===== src/sv/esc_pkg.sv =====
// esc_pkg: shared types, reciprocal constants and the month table for the
// epoch-seconds-to-calendar pipeline. Used by every module under sv/ but esc_checker.
`default_nettype none

package esc_pkg;

    // day split: v = epoch + 2^31 + DAY_REM_BIAS, days = DAY_BASE + v / 86400
    localparam logic [32:0] DAY_REM_BIAS = 33'd74752;
    localparam logic [17:0] DAY_BASE     = 18'd109918;

    // 86400 = 128 * 675, quotient by reciprocal 2^36 / 675 rounded up
    localparam logic [26:0] RECIP_675    = 27'd101806633;
    localparam int unsigned SHIFT_675    = 36;
    localparam logic [25:0] DIV_675      = 26'd675;

    // days per cycle, counted from 1601-01-01
    localparam logic [17:0] DAYS_400Y    = 18'd146097;
    localparam logic [17:0] DAYS_100Y_1  = 18'd36524;
    localparam logic [17:0] DAYS_100Y_2  = 18'd73048;
    localparam logic [17:0] DAYS_100Y_3  = 18'd109572;
    localparam logic [15:0] DAYS_4Y      = 16'd1461;
    localparam logic [10:0] DAYS_1Y_1    = 11'd365;
    localparam logic [10:0] DAYS_1Y_2    = 11'd730;
    localparam logic [10:0] DAYS_1Y_3    = 11'd1095;

    // quotient by 1461 for values below 2^16
    localparam logic [16:0] RECIP_1461   = 17'd91868;
    localparam int unsigned SHIFT_1461   = 27;

    // quotient by 7 for values below 2^18
    localparam logic [18:0] RECIP_7      = 19'd299594;
    localparam int unsigned SHIFT_7      = 21;

    // quotient by 60 for seconds of day (below 2^17) and minutes (below 2^11)
    localparam logic [17:0] RECIP_60_SOD = 18'd139811;
    localparam int unsigned SHIFT_60_SOD = 23;
    localparam logic [11:0] RECIP_60_MIN = 12'd2185;
    localparam int unsigned SHIFT_60_MIN = 17;

    localparam logic [10:0] BASE_YEAR    = 11'd1601;

    // cumulative days before each month, normal and leap years
    localparam logic [8:0] CUM_NORM [13] = '{
        9'd0, 9'd31, 9'd59, 9'd90, 9'd120, 9'd151, 9'd181,
        9'd212, 9'd243, 9'd273, 9'd304, 9'd334, 9'd365
    };
    localparam logic [8:0] CUM_LEAP [13] = '{
        9'd0, 9'd31, 9'd60, 9'd91, 9'd121, 9'd152, 9'd182,
        9'd213, 9'd244, 9'd274, 9'd305, 9'd335, 9'd366
    };

    // day number since 1601 and second of day
    typedef struct packed {
        logic [17:0] day_num;
        logic [16:0] sod;
    } day_t;

    // calendar fields before the month lookup
    typedef struct packed {
        logic [10:0] year;
        logic        leap_year;
        logic [8:0]  day_of_year;
        logic [4:0]  hour;
        logic [5:0]  minute;
        logic [5:0]  second_of_minute;
        logic [2:0]  weekday;
    } year_t;

    typedef struct packed {
        logic [3:0] month;
        logic [4:0] day_of_month;
    } month_t;

    // month search over the cumulative table
    function automatic month_t month_lookup(input logic [8:0] yday, input logic leap);
        month_t     res;
        logic [3:0] m;
        logic [8:0] base;
        m = 4'd12;
        for (int k = 12; k >= 1; k--) begin
            if (yday < (leap ? CUM_LEAP[k] : CUM_NORM[k])) begin
                m = 4'(k);
            end
        end
        base = leap ? CUM_LEAP[m - 4'd1] : CUM_NORM[m - 4'd1];
        res.month = m;
        if (yday >= base) begin
            res.day_of_month = 5'(yday - base) + 5'd1;
        end else begin
            res.day_of_month = 5'd1;
        end
        return res;
    endfunction

endpackage

`default_nettype wire


===== src/sv/esc_day_split.sv =====
// esc_day_split: two-stage split of the epoch count into a day number since
// 1601 and a second of day. Depends on esc_pkg.
`default_nettype none

module esc_day_split (
    input  wire logic                  aclk,
    input  wire logic                  aresetn,
    input  wire logic                  in_valid,
    output logic                       in_ready,
    input  wire logic signed [31:0]    in_epoch,
    output logic                       out_valid,
    input  wire logic                  out_ready,
    output esc_pkg::day_t              out_day
);

    logic        v1_reg, v2_reg;
    logic        en1, en2;
    logic [16:0] dq_reg;
    logic [25:0] w_reg;
    logic [6:0]  lo_reg;
    esc_pkg::day_t day_reg;

    logic [32:0] v_next;
    logic [25:0] w_next;
    logic [52:0] prod_675;
    logic [16:0] dq_next;
    logic [25:0] rem_wide;
    esc_pkg::day_t day_next;

    // stage enables, back to front
    assign en2      = !v2_reg || out_ready;
    assign en1      = !v1_reg || en2;
    assign in_ready = en1;

    // stage 1: offset the count and take the quotient by 86400
    always_comb begin
        v_next   = {1'b0, ~in_epoch[31], in_epoch[30:0]} + esc_pkg::DAY_REM_BIAS;
        w_next   = v_next[32:7];
        prod_675 = 53'(w_next) * 53'(esc_pkg::RECIP_675);
        dq_next  = prod_675[52:esc_pkg::SHIFT_675];
    end

    // stage 2: remainder gives the second of day
    always_comb begin
        rem_wide         = w_reg - 26'(dq_reg) * esc_pkg::DIV_675;
        day_next.sod     = {rem_wide[9:0], lo_reg};
        day_next.day_num = esc_pkg::DAY_BASE + 18'(dq_reg);
    end

    always_ff @(posedge aclk) begin
        if (!aresetn) begin
            v1_reg <= 1'b0;
            v2_reg <= 1'b0;
        end else begin
            if (en1) v1_reg <= in_valid;
            if (en2) v2_reg <= v1_reg;
        end
    end

    always_ff @(posedge aclk) begin
        if (en1) begin
            dq_reg <= dq_next;
            w_reg  <= w_next;
            lo_reg <= v_next[6:0];
        end
        if (en2) begin
            day_reg <= day_next;
        end
    end

    assign out_valid = v2_reg;
    assign out_day   = day_reg;

endmodule

`default_nettype wire


===== src/sv/esc_year_split.sv =====
// esc_year_split: four-stage removal of 400-, 100-, 4- and 1-year cycles,
// plus weekday and time of day. Depends on esc_pkg.
`default_nettype none

module esc_year_split (
    input  wire logic           aclk,
    input  wire logic           aresetn,
    input  wire logic           in_valid,
    output logic                in_ready,
    input  wire esc_pkg::day_t  in_day,
    output logic                out_valid,
    input  wire logic           out_ready,
    output esc_pkg::year_t      out_year
);

    logic v3_reg, v4_reg, v5_reg, v6_reg;
    logic en3, en4, en5, en6;

    // stage 3 registers
    logic        q400_3_reg;
    logic [1:0]  q100_3_reg;
    logic [15:0] r100_3_reg;
    logic [17:0] x_3_reg;
    logic [15:0] qw_3_reg;
    logic [16:0] sod_3_reg;
    logic [10:0] mt_3_reg;
    // stage 4 registers
    logic        q400_4_reg;
    logic [1:0]  q100_4_reg;
    logic [15:0] r100_4_reg;
    logic [4:0]  q4_4_reg;
    logic [2:0]  wday_4_reg;
    logic [5:0]  sec_4_reg;
    logic [10:0] mt_4_reg;
    logic [4:0]  hour_4_reg;
    // stage 5 registers
    logic        q400_5_reg;
    logic [1:0]  q100_5_reg;
    logic [4:0]  q4_5_reg;
    logic [10:0] r4_5_reg;
    logic [2:0]  wday_5_reg;
    logic [5:0]  sec_5_reg;
    logic [5:0]  min_5_reg;
    logic [4:0]  hour_5_reg;
    // stage 6 register
    esc_pkg::year_t year_reg;

    logic        ge400;
    logic [17:0] r400;
    logic [1:0]  q100_next;
    logic [17:0] r100_wide;
    logic [17:0] x_next;
    logic [36:0] prod_7;
    logic [34:0] prod_60s;
    logic [32:0] prod_1461;
    logic [22:0] prod_60m;
    logic [4:0]  q4_next;
    logic [4:0]  hour_next;
    logic [17:0] wday_wide;
    logic [16:0] sec_wide;
    logic [15:0] r4_wide;
    logic [10:0] min_wide;
    logic [1:0]  q1;
    logic [10:0] yday_wide;
    esc_pkg::year_t year_next;

    // stage enables, back to front
    assign en6      = !v6_reg || out_ready;
    assign en5      = !v5_reg || en6;
    assign en4      = !v4_reg || en5;
    assign en3      = !v3_reg || en4;
    assign in_ready = en3;

    // stage 3: 400- and 100-year cycles, products for weekday and minutes
    always_comb begin
        ge400     = in_day.day_num >= esc_pkg::DAYS_400Y;
        r400      = ge400 ? (in_day.day_num - esc_pkg::DAYS_400Y) : in_day.day_num;
        q100_next = 2'(r400 >= esc_pkg::DAYS_100Y_1) + 2'(r400 >= esc_pkg::DAYS_100Y_2)
                  + 2'(r400 >= esc_pkg::DAYS_100Y_3);
        unique case (q100_next)
            2'd0:    r100_wide = r400;
            2'd1:    r100_wide = r400 - esc_pkg::DAYS_100Y_1;
            2'd2:    r100_wide = r400 - esc_pkg::DAYS_100Y_2;
            default: r100_wide = r400 - esc_pkg::DAYS_100Y_3;
        endcase
        x_next   = in_day.day_num + 18'd1;
        prod_7   = 37'(x_next) * 37'(esc_pkg::RECIP_7);
        prod_60s = 35'(in_day.sod) * 35'(esc_pkg::RECIP_60_SOD);
    end

    // stage 4: 4-year quotient, weekday, seconds and hour
    always_comb begin
        prod_1461 = 33'(r100_3_reg) * 33'(esc_pkg::RECIP_1461);
        q4_next   = prod_1461[31:esc_pkg::SHIFT_1461];
        wday_wide = x_3_reg - 18'(qw_3_reg) * 18'd7;
        sec_wide  = sod_3_reg - 17'(mt_3_reg) * 17'd60;
        prod_60m  = 23'(mt_3_reg) * 23'(esc_pkg::RECIP_60_MIN);
        hour_next = prod_60m[21:esc_pkg::SHIFT_60_MIN];
    end

    // stage 5: days left in the 4-year cycle, minute of hour
    always_comb begin
        r4_wide  = r100_4_reg - 16'(q4_4_reg) * esc_pkg::DAYS_4Y;
        min_wide = mt_4_reg - 11'(hour_4_reg) * 11'd60;
    end

    // stage 6: single years, year number and leap flag
    always_comb begin
        q1 = 2'(r4_5_reg >= esc_pkg::DAYS_1Y_1) + 2'(r4_5_reg >= esc_pkg::DAYS_1Y_2)
           + 2'(r4_5_reg >= esc_pkg::DAYS_1Y_3);
        unique case (q1)
            2'd0:    yday_wide = r4_5_reg;
            2'd1:    yday_wide = r4_5_reg - esc_pkg::DAYS_1Y_1;
            2'd2:    yday_wide = r4_5_reg - esc_pkg::DAYS_1Y_2;
            default: yday_wide = r4_5_reg - esc_pkg::DAYS_1Y_3;
        endcase
        year_next.year = esc_pkg::BASE_YEAR + (q400_5_reg ? 11'd400 : 11'd0)
                       + 11'(q100_5_reg) * 11'd100 + {4'd0, q4_5_reg, 2'b00}
                       + 11'(q1);
        // last year of a 4-year cycle, except century years off the 400 mark
        year_next.leap_year        = (q1 == 2'd3) && ((q4_5_reg != 5'd24) || (q100_5_reg == 2'd3));
        year_next.day_of_year      = yday_wide[8:0];
        year_next.hour             = hour_5_reg;
        year_next.minute           = min_5_reg;
        year_next.second_of_minute = sec_5_reg;
        year_next.weekday          = wday_5_reg;
    end

    always_ff @(posedge aclk) begin
        if (!aresetn) begin
            v3_reg <= 1'b0;
            v4_reg <= 1'b0;
            v5_reg <= 1'b0;
            v6_reg <= 1'b0;
        end else begin
            if (en3) v3_reg <= in_valid;
            if (en4) v4_reg <= v3_reg;
            if (en5) v5_reg <= v4_reg;
            if (en6) v6_reg <= v5_reg;
        end
    end

    always_ff @(posedge aclk) begin
        if (en3) begin
            q400_3_reg <= ge400;
            q100_3_reg <= q100_next;
            r100_3_reg <= r100_wide[15:0];
            x_3_reg    <= x_next;
            qw_3_reg   <= prod_7[36:esc_pkg::SHIFT_7];
            sod_3_reg  <= in_day.sod;
            mt_3_reg   <= prod_60s[33:esc_pkg::SHIFT_60_SOD];
        end
        if (en4) begin
            q400_4_reg <= q400_3_reg;
            q100_4_reg <= q100_3_reg;
            r100_4_reg <= r100_3_reg;
            q4_4_reg   <= q4_next;
            wday_4_reg <= wday_wide[2:0];
            sec_4_reg  <= sec_wide[5:0];
            mt_4_reg   <= mt_3_reg;
            hour_4_reg <= hour_next;
        end
        if (en5) begin
            q400_5_reg <= q400_4_reg;
            q100_5_reg <= q100_4_reg;
            q4_5_reg   <= q4_4_reg;
            r4_5_reg   <= r4_wide[10:0];
            wday_5_reg <= wday_4_reg;
            sec_5_reg  <= sec_4_reg;
            min_5_reg  <= min_wide[5:0];
            hour_5_reg <= hour_4_reg;
        end
        if (en6) begin
            year_reg <= year_next;
        end
    end

    assign out_valid = v6_reg;
    assign out_year  = year_reg;

endmodule

`default_nettype wire


===== src/sv/esc_month.sv =====
// esc_month: final stage, month and day of month from the cumulative day
// table; also the output register of the core. Depends on esc_pkg.
`default_nettype none

module esc_month (
    input  wire logic            aclk,
    input  wire logic            aresetn,
    input  wire logic            in_valid,
    output logic                 in_ready,
    input  wire esc_pkg::year_t  in_year,
    output logic                 out_valid,
    input  wire logic            out_ready,
    output esc_pkg::year_t       out_year,
    output esc_pkg::month_t      out_month
);

    logic            v7_reg;
    logic            en7;
    esc_pkg::year_t  year_reg;
    esc_pkg::month_t month_reg;
    esc_pkg::month_t month_next;

    assign en7      = !v7_reg || out_ready;
    assign in_ready = en7;

    // table search on day of year
    always_comb begin
        month_next = esc_pkg::month_lookup(in_year.day_of_year, in_year.leap_year);
    end

    always_ff @(posedge aclk) begin
        if (!aresetn) begin
            v7_reg <= 1'b0;
        end else if (en7) begin
            v7_reg <= in_valid;
        end
    end

    always_ff @(posedge aclk) begin
        if (en7) begin
            year_reg  <= in_year;
            month_reg <= month_next;
        end
    end

    assign out_valid = v7_reg;
    assign out_year  = year_reg;
    assign out_month = month_reg;

endmodule

`default_nettype wire


===== src/sv/epoch_seconds_to_calendar_core.sv =====
// Epoch seconds to Gregorian calendar core: a signed 32-bit count of seconds
// since 1970-01-01 00:00:00 goes in, year, month, day, time of day, weekday
// (0 is Sunday), day of year and leap flag come out. The core is a 7-stage
// pipeline: a request is taken every cycle unless a full pipeline is held by
// an output stall; the stages run the chain of constant-reciprocal multiplies
// (day split, cycle quotients, time of day) and the month table stage. Each
// stage holds its own valid bit, so bubbles close up under output stall.
// Depends on esc_pkg, esc_day_split, esc_year_split and esc_month.
`default_nettype none

module epoch_seconds_to_calendar_core (
    input  wire logic               aclk,
    input  wire logic               aresetn,
    input  wire logic               s_valid,
    output logic                    s_ready,
    input  wire logic signed [31:0] s_epoch_seconds,
    output logic                    m_valid,
    input  wire logic               m_ready,
    output logic [10:0]             m_year,
    output logic [3:0]              m_month,
    output logic [4:0]              m_day_of_month,
    output logic [4:0]              m_hour,
    output logic [5:0]              m_minute,
    output logic [5:0]              m_second_of_minute,
    output logic [2:0]              m_weekday,
    output logic [8:0]              m_day_of_year,
    output logic                    m_leap_year
);

    logic            day_valid, day_ready;
    logic            yr_valid, yr_ready;
    esc_pkg::day_t   day;
    esc_pkg::year_t  yr;
    esc_pkg::year_t  out_yr;
    esc_pkg::month_t out_mon;

    // seconds to day number and second of day
    esc_day_split u_day_split (
        .aclk      (aclk),
        .aresetn   (aresetn),
        .in_valid  (s_valid),
        .in_ready  (s_ready),
        .in_epoch  (s_epoch_seconds),
        .out_valid (day_valid),
        .out_ready (day_ready),
        .out_day   (day)
    );

    // year cycles, weekday, time of day
    esc_year_split u_year_split (
        .aclk      (aclk),
        .aresetn   (aresetn),
        .in_valid  (day_valid),
        .in_ready  (day_ready),
        .in_day    (day),
        .out_valid (yr_valid),
        .out_ready (yr_ready),
        .out_year  (yr)
    );

    // month lookup and output register
    esc_month u_month (
        .aclk      (aclk),
        .aresetn   (aresetn),
        .in_valid  (yr_valid),
        .in_ready  (yr_ready),
        .in_year   (yr),
        .out_valid (m_valid),
        .out_ready (m_ready),
        .out_year  (out_yr),
        .out_month (out_mon)
    );

    assign m_year             = out_yr.year;
    assign m_month            = out_mon.month;
    assign m_day_of_month     = out_mon.day_of_month;
    assign m_hour             = out_yr.hour;
    assign m_minute           = out_yr.minute;
    assign m_second_of_minute = out_yr.second_of_minute;
    assign m_weekday          = out_yr.weekday;
    assign m_day_of_year      = out_yr.day_of_year;
    assign m_leap_year        = out_yr.leap_year;

endmodule

`default_nettype wire


===== config.mk =====
export PLATFORM = sky130hd
export DESIGN_NAME = epoch_seconds_to_calendar_core
export DESIGN_NICKNAME = d
export VERILOG_FILES = /design/src/sv/esc_pkg.sv /design/src/sv/esc_day_split.sv /design/src/sv/esc_year_split.sv /design/src/sv/esc_month.sv /design/src/sv/epoch_seconds_to_calendar_core.sv
export SDC_FILE = /design/constraint.sdc
export NUM_CORES = 2
export LEC_CHECK = 0
export ABC_AREA = 1
export ABC_CLOCK_PERIOD_IN_PS = 15220
export BUFFER_PORTS_ARGS = -buffer_cell sky130_fd_sc_hd__buf_2
export CORE_ASPECT_RATIO = 0.6
export CORE_MARGIN = 2
export CORE_UTILIZATION = 55
export DETAILED_ROUTE_END_ITERATION = 16
export PLACE_DENSITY = 0.71
export SLEW_MARGIN = 15
export SYNTH_ARGS = -nofsm -noshare
export SYNTH_HDL_FRONTEND = slang
export SYNTH_SLANG_ARGS = --single-unit

===== constraint.sdc =====
create_clock -name aclk -period 15.22 [get_ports aclk]
set_clock_uncertainty 0.15 [all_clocks]
set_input_delay 3.044 -clock aclk [delete_from_list [all_inputs] [get_ports aclk]]
set_output_delay 3.044 -clock aclk [all_outputs]
set_load 0.005 [all_outputs]

# After elaboration in Yosys (flattened, before gate mapping)
# Memories as Yosys holds them, arrays and structs flattened.
# Index checks and enable logic that the tools add are counted.
# op_classes
muxes	30
n_lt_le_gt_ge	20
n_addsub	26
n_div	0
reduce_logical	18
n_bitwise	2
n_mul	11
shifts	0
n_eq_ne	7
# op_table
op	n
9-bit two-way mux	6
26-bit by 27-bit multiplier with 53-bit output (second input constant)	1
16-bit case mux with 3 select lines	1
4-bit two-way mux	11
18-bit by 17-bit greater-or-equal comparator with 1-bit output (second input constant)	2
9-bit by 8-bit < comparator with 1-bit output	4
18-bit by 18-bit multiplier with 36-bit output (second input constant)	1
17-bit by 18-bit multiplier with 34-bit output (second input constant)	1
32-bit by 17-bit adder with 33-bit output (second input constant)	1
16-bit subtractor (second input constant)	2
16-bit by 15-bit multiplier with 30-bit output (second input constant)	1
9-bit < comparator	3
9-bit case mux with 3 select lines	1
11-bit by 12-bit multiplier with 22-bit output (second input constant)	1
17-bit by 17-bit adder with 18-bit output (first input constant)	1
18-bit by 1-bit adder with 18-bit output (second input constant)	1
18-bit by 16-bit greater-or-equal comparator with 1-bit output (second input constant)	1
18-bit greater-or-equal comparator (second input constant)	1
9-bit by 7-bit < comparator with 1-bit output	2
18-bit two-way mux	1
18-bit subtractor (second input constant)	1
17-bit by 10-bit multiplier with 10-bit output (second input constant)	1
16-bit by 3-bit multiplier with 3-bit output (second input constant)	1
16-bit by 13-bit subtractor with 16-bit output (second input constant)	1
other kinds (39)	67
# word_totals
latchBits	0
rom_bits	288
register_bits	300
memories	2
in_bits	36
ram_bits	0
# mem_list
memory	depth	word_bits	rd	rd_clocked_by_memory_dff	wr	line_no	source
(no name shown)	16	9	1	0	0	esc_pkg.sv:85	base = leap ? CUM_LEAP[m - 4'd1] : CUM_NORM[m - 4'd1];
(no name shown)	16	9	1	0	0	esc_pkg.sv:85	

# Depth between registers and ports, before layout
# logic_depth
ltp_word	21
mapped_depth	40
mapped_depth_nobuf	40

# Cells and area by module
# Synthesis repeated with hierarchy kept, for this count alone.
# unflattened
cells_unflattened	4382
hier_area_um2	40124.7
# by_module_without_submodules
mod	area_each_um2	n_inst	cells_per_inst
esc_year_split	21748.4	1	2310
esc_day_split	15477.3	1	1780
esc_month	2899.0	1	292

# Worst setup path after synthesis
# Ideal clock, no wire load.
# synth_path
kind	input-to-output
start	in m_ready
end	out s_ready
slack_ns	3.165
stages	12
path_buffers	0
t_arrival_ns	8.861
cell_sequence	nor2_1 -> inv_1 -> nor2_1 -> inv_1 -> nor2_1 -> inv_1 -> nor2_1 -> inv_1 -> nor2_1 -> inv_1 -> nor2_1 -> nand2_1
# synth_between
elab_chain_cells	7
# synth_lines
element	line_no	source
start, declared	epoch_seconds_to_calendar_core.sv:18	input wire logic m_ready,
1-bit logical OR	esc_month.sv:23	assign en7 = !v7_reg || out_ready;
named net u_month.in_ready	esc_month.sv:9	output logic in_ready,
1-bit logical OR	esc_year_split.sv:68	assign en6 = !v6_reg || out_ready;
named net u_year_split.en6	esc_year_split.sv:17	logic en3, en4, en5, en6;
1-bit logical OR	esc_year_split.sv:69	assign en5 = !v5_reg || en6;
named net u_year_split.en5	esc_year_split.sv:17	
1-bit logical OR	esc_year_split.sv:70	assign en4 = !v4_reg || en5;
named net u_year_split.en4	esc_year_split.sv:17	
1-bit logical OR	esc_year_split.sv:71	assign en3 = !v3_reg || en4;
named net day_ready	epoch_seconds_to_calendar_core.sv:30	logic day_valid, day_ready;
1-bit logical OR	esc_day_split.sv:31	assign en2 = !v2_reg || out_ready;
1-bit logical OR	esc_day_split.sv:32	assign en1 = !v1_reg || en2;
end, declared	epoch_seconds_to_calendar_core.sv:15	output logic s_ready,
# The timed path passes the listed nets, and every way through them passes these cells.

# Final worst setup path
# layout_path
start	in s_epoch_seconds[11]
end	reg u_day_split.dq_reg[16] (data pin)
# layout_between
elab_chain_cells	2
# layout_lines
element	line_no	source
start, declared	epoch_seconds_to_calendar_core.sv:16	input wire logic signed [31:0] s_epoch_seconds,
32-bit by 17-bit adder with 33-bit output	esc_day_split.sv:37	v_next = {1'b0, ~in_epoch[31], in_epoch[30:0]} + esc_pkg::DAY_REM_BIAS;
26-bit by 27-bit multiplier with 53-bit output	esc_day_split.sv:39	prod_675 = 53'(w_next) * 53'(esc_pkg::RECIP_675);
named net u_day_split.prod_675[52]	esc_day_split.sv:25	logic [52:0] prod_675;
end signal, assigned	esc_day_split.sv:62	dq_reg <= dq_next;
end, declared	esc_day_split.sv:18	logic [16:0] dq_reg;
# The timed path passes the listed nets, and every way through them passes these cells.
# A chain may end at the register's enable or synchronous reset.

==> metrics.log <==
INFO  metric outcome = complete, no violations
INFO  metric unrepaired_setup_endpoints_after_global_routing = false
INFO  metric cts-root-to-sink-buffers = 3
INFO  metric worst_slew_margin_rel = between 30% and 40%
INFO  metric yosys.area.top_type_share = between 20 and 30%
INFO  metric post-dp-hpwl = ~74000 um
INFO  metric hp-class = register to register
INFO  metric routed-wl-met2 = about 32000 um
INFO  metric max_clock_freq = between 0.09 and 0.1 GHz
INFO  metric grt_first_pass_wirelength = 142000 um
INFO  metric routedWlPerCell = ~17 um
INFO  metric post_cts_sizing_count = 0
INFO  metric period_needed = roughly 11000 ps
INFO  metric timing_max_transition_violations_final = 0
INFO  metric htree_num_levels = 1
INFO  metric grt_start_max_net_pins = 53
INFO  metric crit_type = primary input to register
INFO  metric worstPathMaxFanout = 7
INFO  metric std_cell_rows = 75
INFO  metric setup_viol = 0
INFO  metric start_util = a little under three fifths
INFO  metric primary_flip_flop_cell_chosen_by_synthesis_mapping = edfxtp_1
INFO  metric dieHeight = about 210 um
INFO  metric num_antenna_cells = 0
INFO  metric mostFrequentLayoutCells = 1035 x inv_1, 798 x ha_1, 485 x nand2_1, 413 x fa_1, 280 x edfxtp_1
INFO  metric grt-ovfl-total = 0
INFO  metric mappedNetlistArea = about 40000 um^2
INFO  metric placeableCoreArea = between 70000 and 80000 um^2
INFO  metric postRouteWirelength = 86200 um
INFO  metric drcViolationCount = 0
INFO  metric critical_path.slowest_cell = fa_1
INFO  metric track_usage = between 20% and 30%
INFO  metric grt_antenna_before_repair = 1
INFO  metric finalWeightedCongestion = approximately 1
INFO  metric synth-edff-count = 280
INFO  metric drt-pass1-iter-count = 5
INFO  metric highest-signal-layer = met4
INFO  metric syn_inst = around 4.1k
INFO  metric crit_path_end_kind = register
INFO  metric hold_viol_final = 0
INFO  metric leading_cell_type_in_the_layout_fill_and_taps_excluded = inv_1
INFO  metric met3_layer_wire_length_in_the_routed_design = 8120 um
INFO  metric max_stage_delay = 600 ps
INFO  metric period_share = 70.4%
INFO  metric synth_top_family_by_area = adder cells
INFO  metric syn_nets = 5354
INFO  metric post_synth_mux_area_share = 0%
INFO  metric timing.setup.tns = 0 ps
INFO  metric worst_skew_pair.late_latency = about 600 ps
INFO  metric max_cap_viol_count = 0
INFO  metric place.port_buffers = 87
INFO  metric synth_top_area_cell = ha_1
INFO  metric die_x = between 300 and 400 um
INFO  metric met1_length = roughly 45000 um
INFO  metric layout_overhead_on_the_synthesized_area = 6.60%
INFO  metric cts.sinks = approximately 290
INFO  metric clockRootBuffer = clkbuf_16
INFO  metric ctsHoldBuffers = 0
INFO  metric design.portCount = 88
INFO  metric postCtsSetupRepairBufs = 0
INFO  metric fraction_of_the_mapped_netlist_area_in_compound_gates = 6.17%
INFO  metric drt-initial-drc-count = about 2.0k
INFO  metric layout-drive-gt1-share = 5.27%
INFO  metric die_area = around 73000 um^2
INFO  metric grt_pass1_vias = around 27k
INFO  metric via_per_inst = 5.25
INFO  metric synth_xor_xnor_area_share = under 10%
INFO  metric avgSynthCellArea = ~9.5 um^2
INFO  metric yosysWarningCount = 0
INFO  metric synth_simple_gate_area_share = 10.7%
INFO  metric finalNetCount = 5471
INFO  metric yosys-top-cells-area = ha_1 26%, edfxtp_1 22%, fa_1 21%, inv_1 10%, nand2_1 4.7%
INFO  metric cts_made_buffers = 30
INFO  metric route.antenna.remaining_nets = 0
INFO  metric worst_ep_required_time = around 15000 ps
INFO  metric cts_tree = done
INFO  metric critPathLaunchType = primary input
INFO  metric worst-slew-pin-transition = slightly above 1000 ps
INFO  metric clock_transition_at_the_registers_of_the_reported_paths = about 60 ps
INFO  metric ys_seq_area_share = 21.9%
INFO  metric ys_seq_elements = between 200 and 300
INFO  metric arrival_worst_endpoint = about 11000 ps
INFO  metric detailroute.via_count = approximately 27k
INFO  metric synth_cell_types = 63
INFO  metric asyncSetResetFlopFracSynth = 0%
INFO  metric fraction_of_the_mapped_netlist_area_in_adder_cells = between 40% and 50%
[worst paths after layout]
kind	startpoint	end	slack (ps)	cells after the start
max reg2reg	u_day_split.out_day[17]$_DFFE_PP_	u_year_split.r100_3_reg[12]$_DFFE_PP_	8460	29
max	s_epoch_seconds[11]	u_day_split.dq_reg[16]$_DFFE_PP_	4510	33
min	u_year_split.wday_4_reg[0]$_DFFE_PP_	u_year_split.wday_5_reg[0]$_DFFE_PP_	270	0
min reg2reg	u_year_split.wday_4_reg[0]$_DFFE_PP_	u_year_split.wday_5_reg[0]$_DFFE_PP_	270	0
[logic make-up (layout without fill, tap and decap cells)]
logic type,count (synthesis),in the layout
xor+xnor,178,178
flops,287,287
compound gates,417,417
fa+ha+maj,1211,1211
simple gates,950,950
buf+inv,1064,1204
[worst max-delay path: cells and delay by family]
family	cells	cell delay, ps
compound gates	6	1180
buf+inv	7	820
xor+xnor	2	740
fa+ha+maj	9	4080
simple gates	9	990
[area by class of cell]
| type | count | area [um^2] |
|---|---|---|
| clock buffer | 34 | 766 |
| clock inverter | 21 | 215 |
| fill | 5950 | 28500 |
| inverter | 1051 | 3950 |
| multi-input combinational | 2756 | 26400 |
| sequential | 287 | 8550 |
| tap | 924 | 1160 |
| timing repair buffer | 98 | 518 |
[synthesized netlist by cell type (all sizes together), types with 2 or more instances]
cell     count
inv       1049
ha         798
nand2      511
fa         413
edfxtp     280
nor2       205
a21oi      172
o21ai      128
nand3      125
xor2       122
xnor2       56
nand4       42
nor3        34
a21o        25
a31oi       23
o21bai      15
nor4        12
o211ai      10
buf          7
dfxtp        7
o31ai        7
clkbuf       6
o22ai        6
or2          6
nand3b       5
a211oi       4
a31o         4
and3         4
o21a         4
o311ai       3
a211o        2
a21boi       2
a221oi       2
a22oi        2
and2         2
clkinv       2
nor3b        2
o2111ai      2
[metrics by stage]
stage	worst slack [ps]	std cells	util (%)	hold slack (ps)	area (um^2)
detailed placement	3950	5116	57.9	255	40600
global route	3880	5171	59.3	270	41500
finish	4510	5171	59.3	265	41500
global placement	4060	5116	57.9	251	40600
CTS	4540	5171	59.3	266	41500
floorplan	3160	4107	-	250	39000
[routing by layer]
layer	global-route usage, %	vias up
met5	0	-
met4	2.81	0
met2	32.9	962
met1	39.6	12700
li1	-	13400
met3	5.60	67
Power is left out: the tool's default activity adds up to more than one toggle a clock period on the data nets, which glitch-free logic cannot reach.
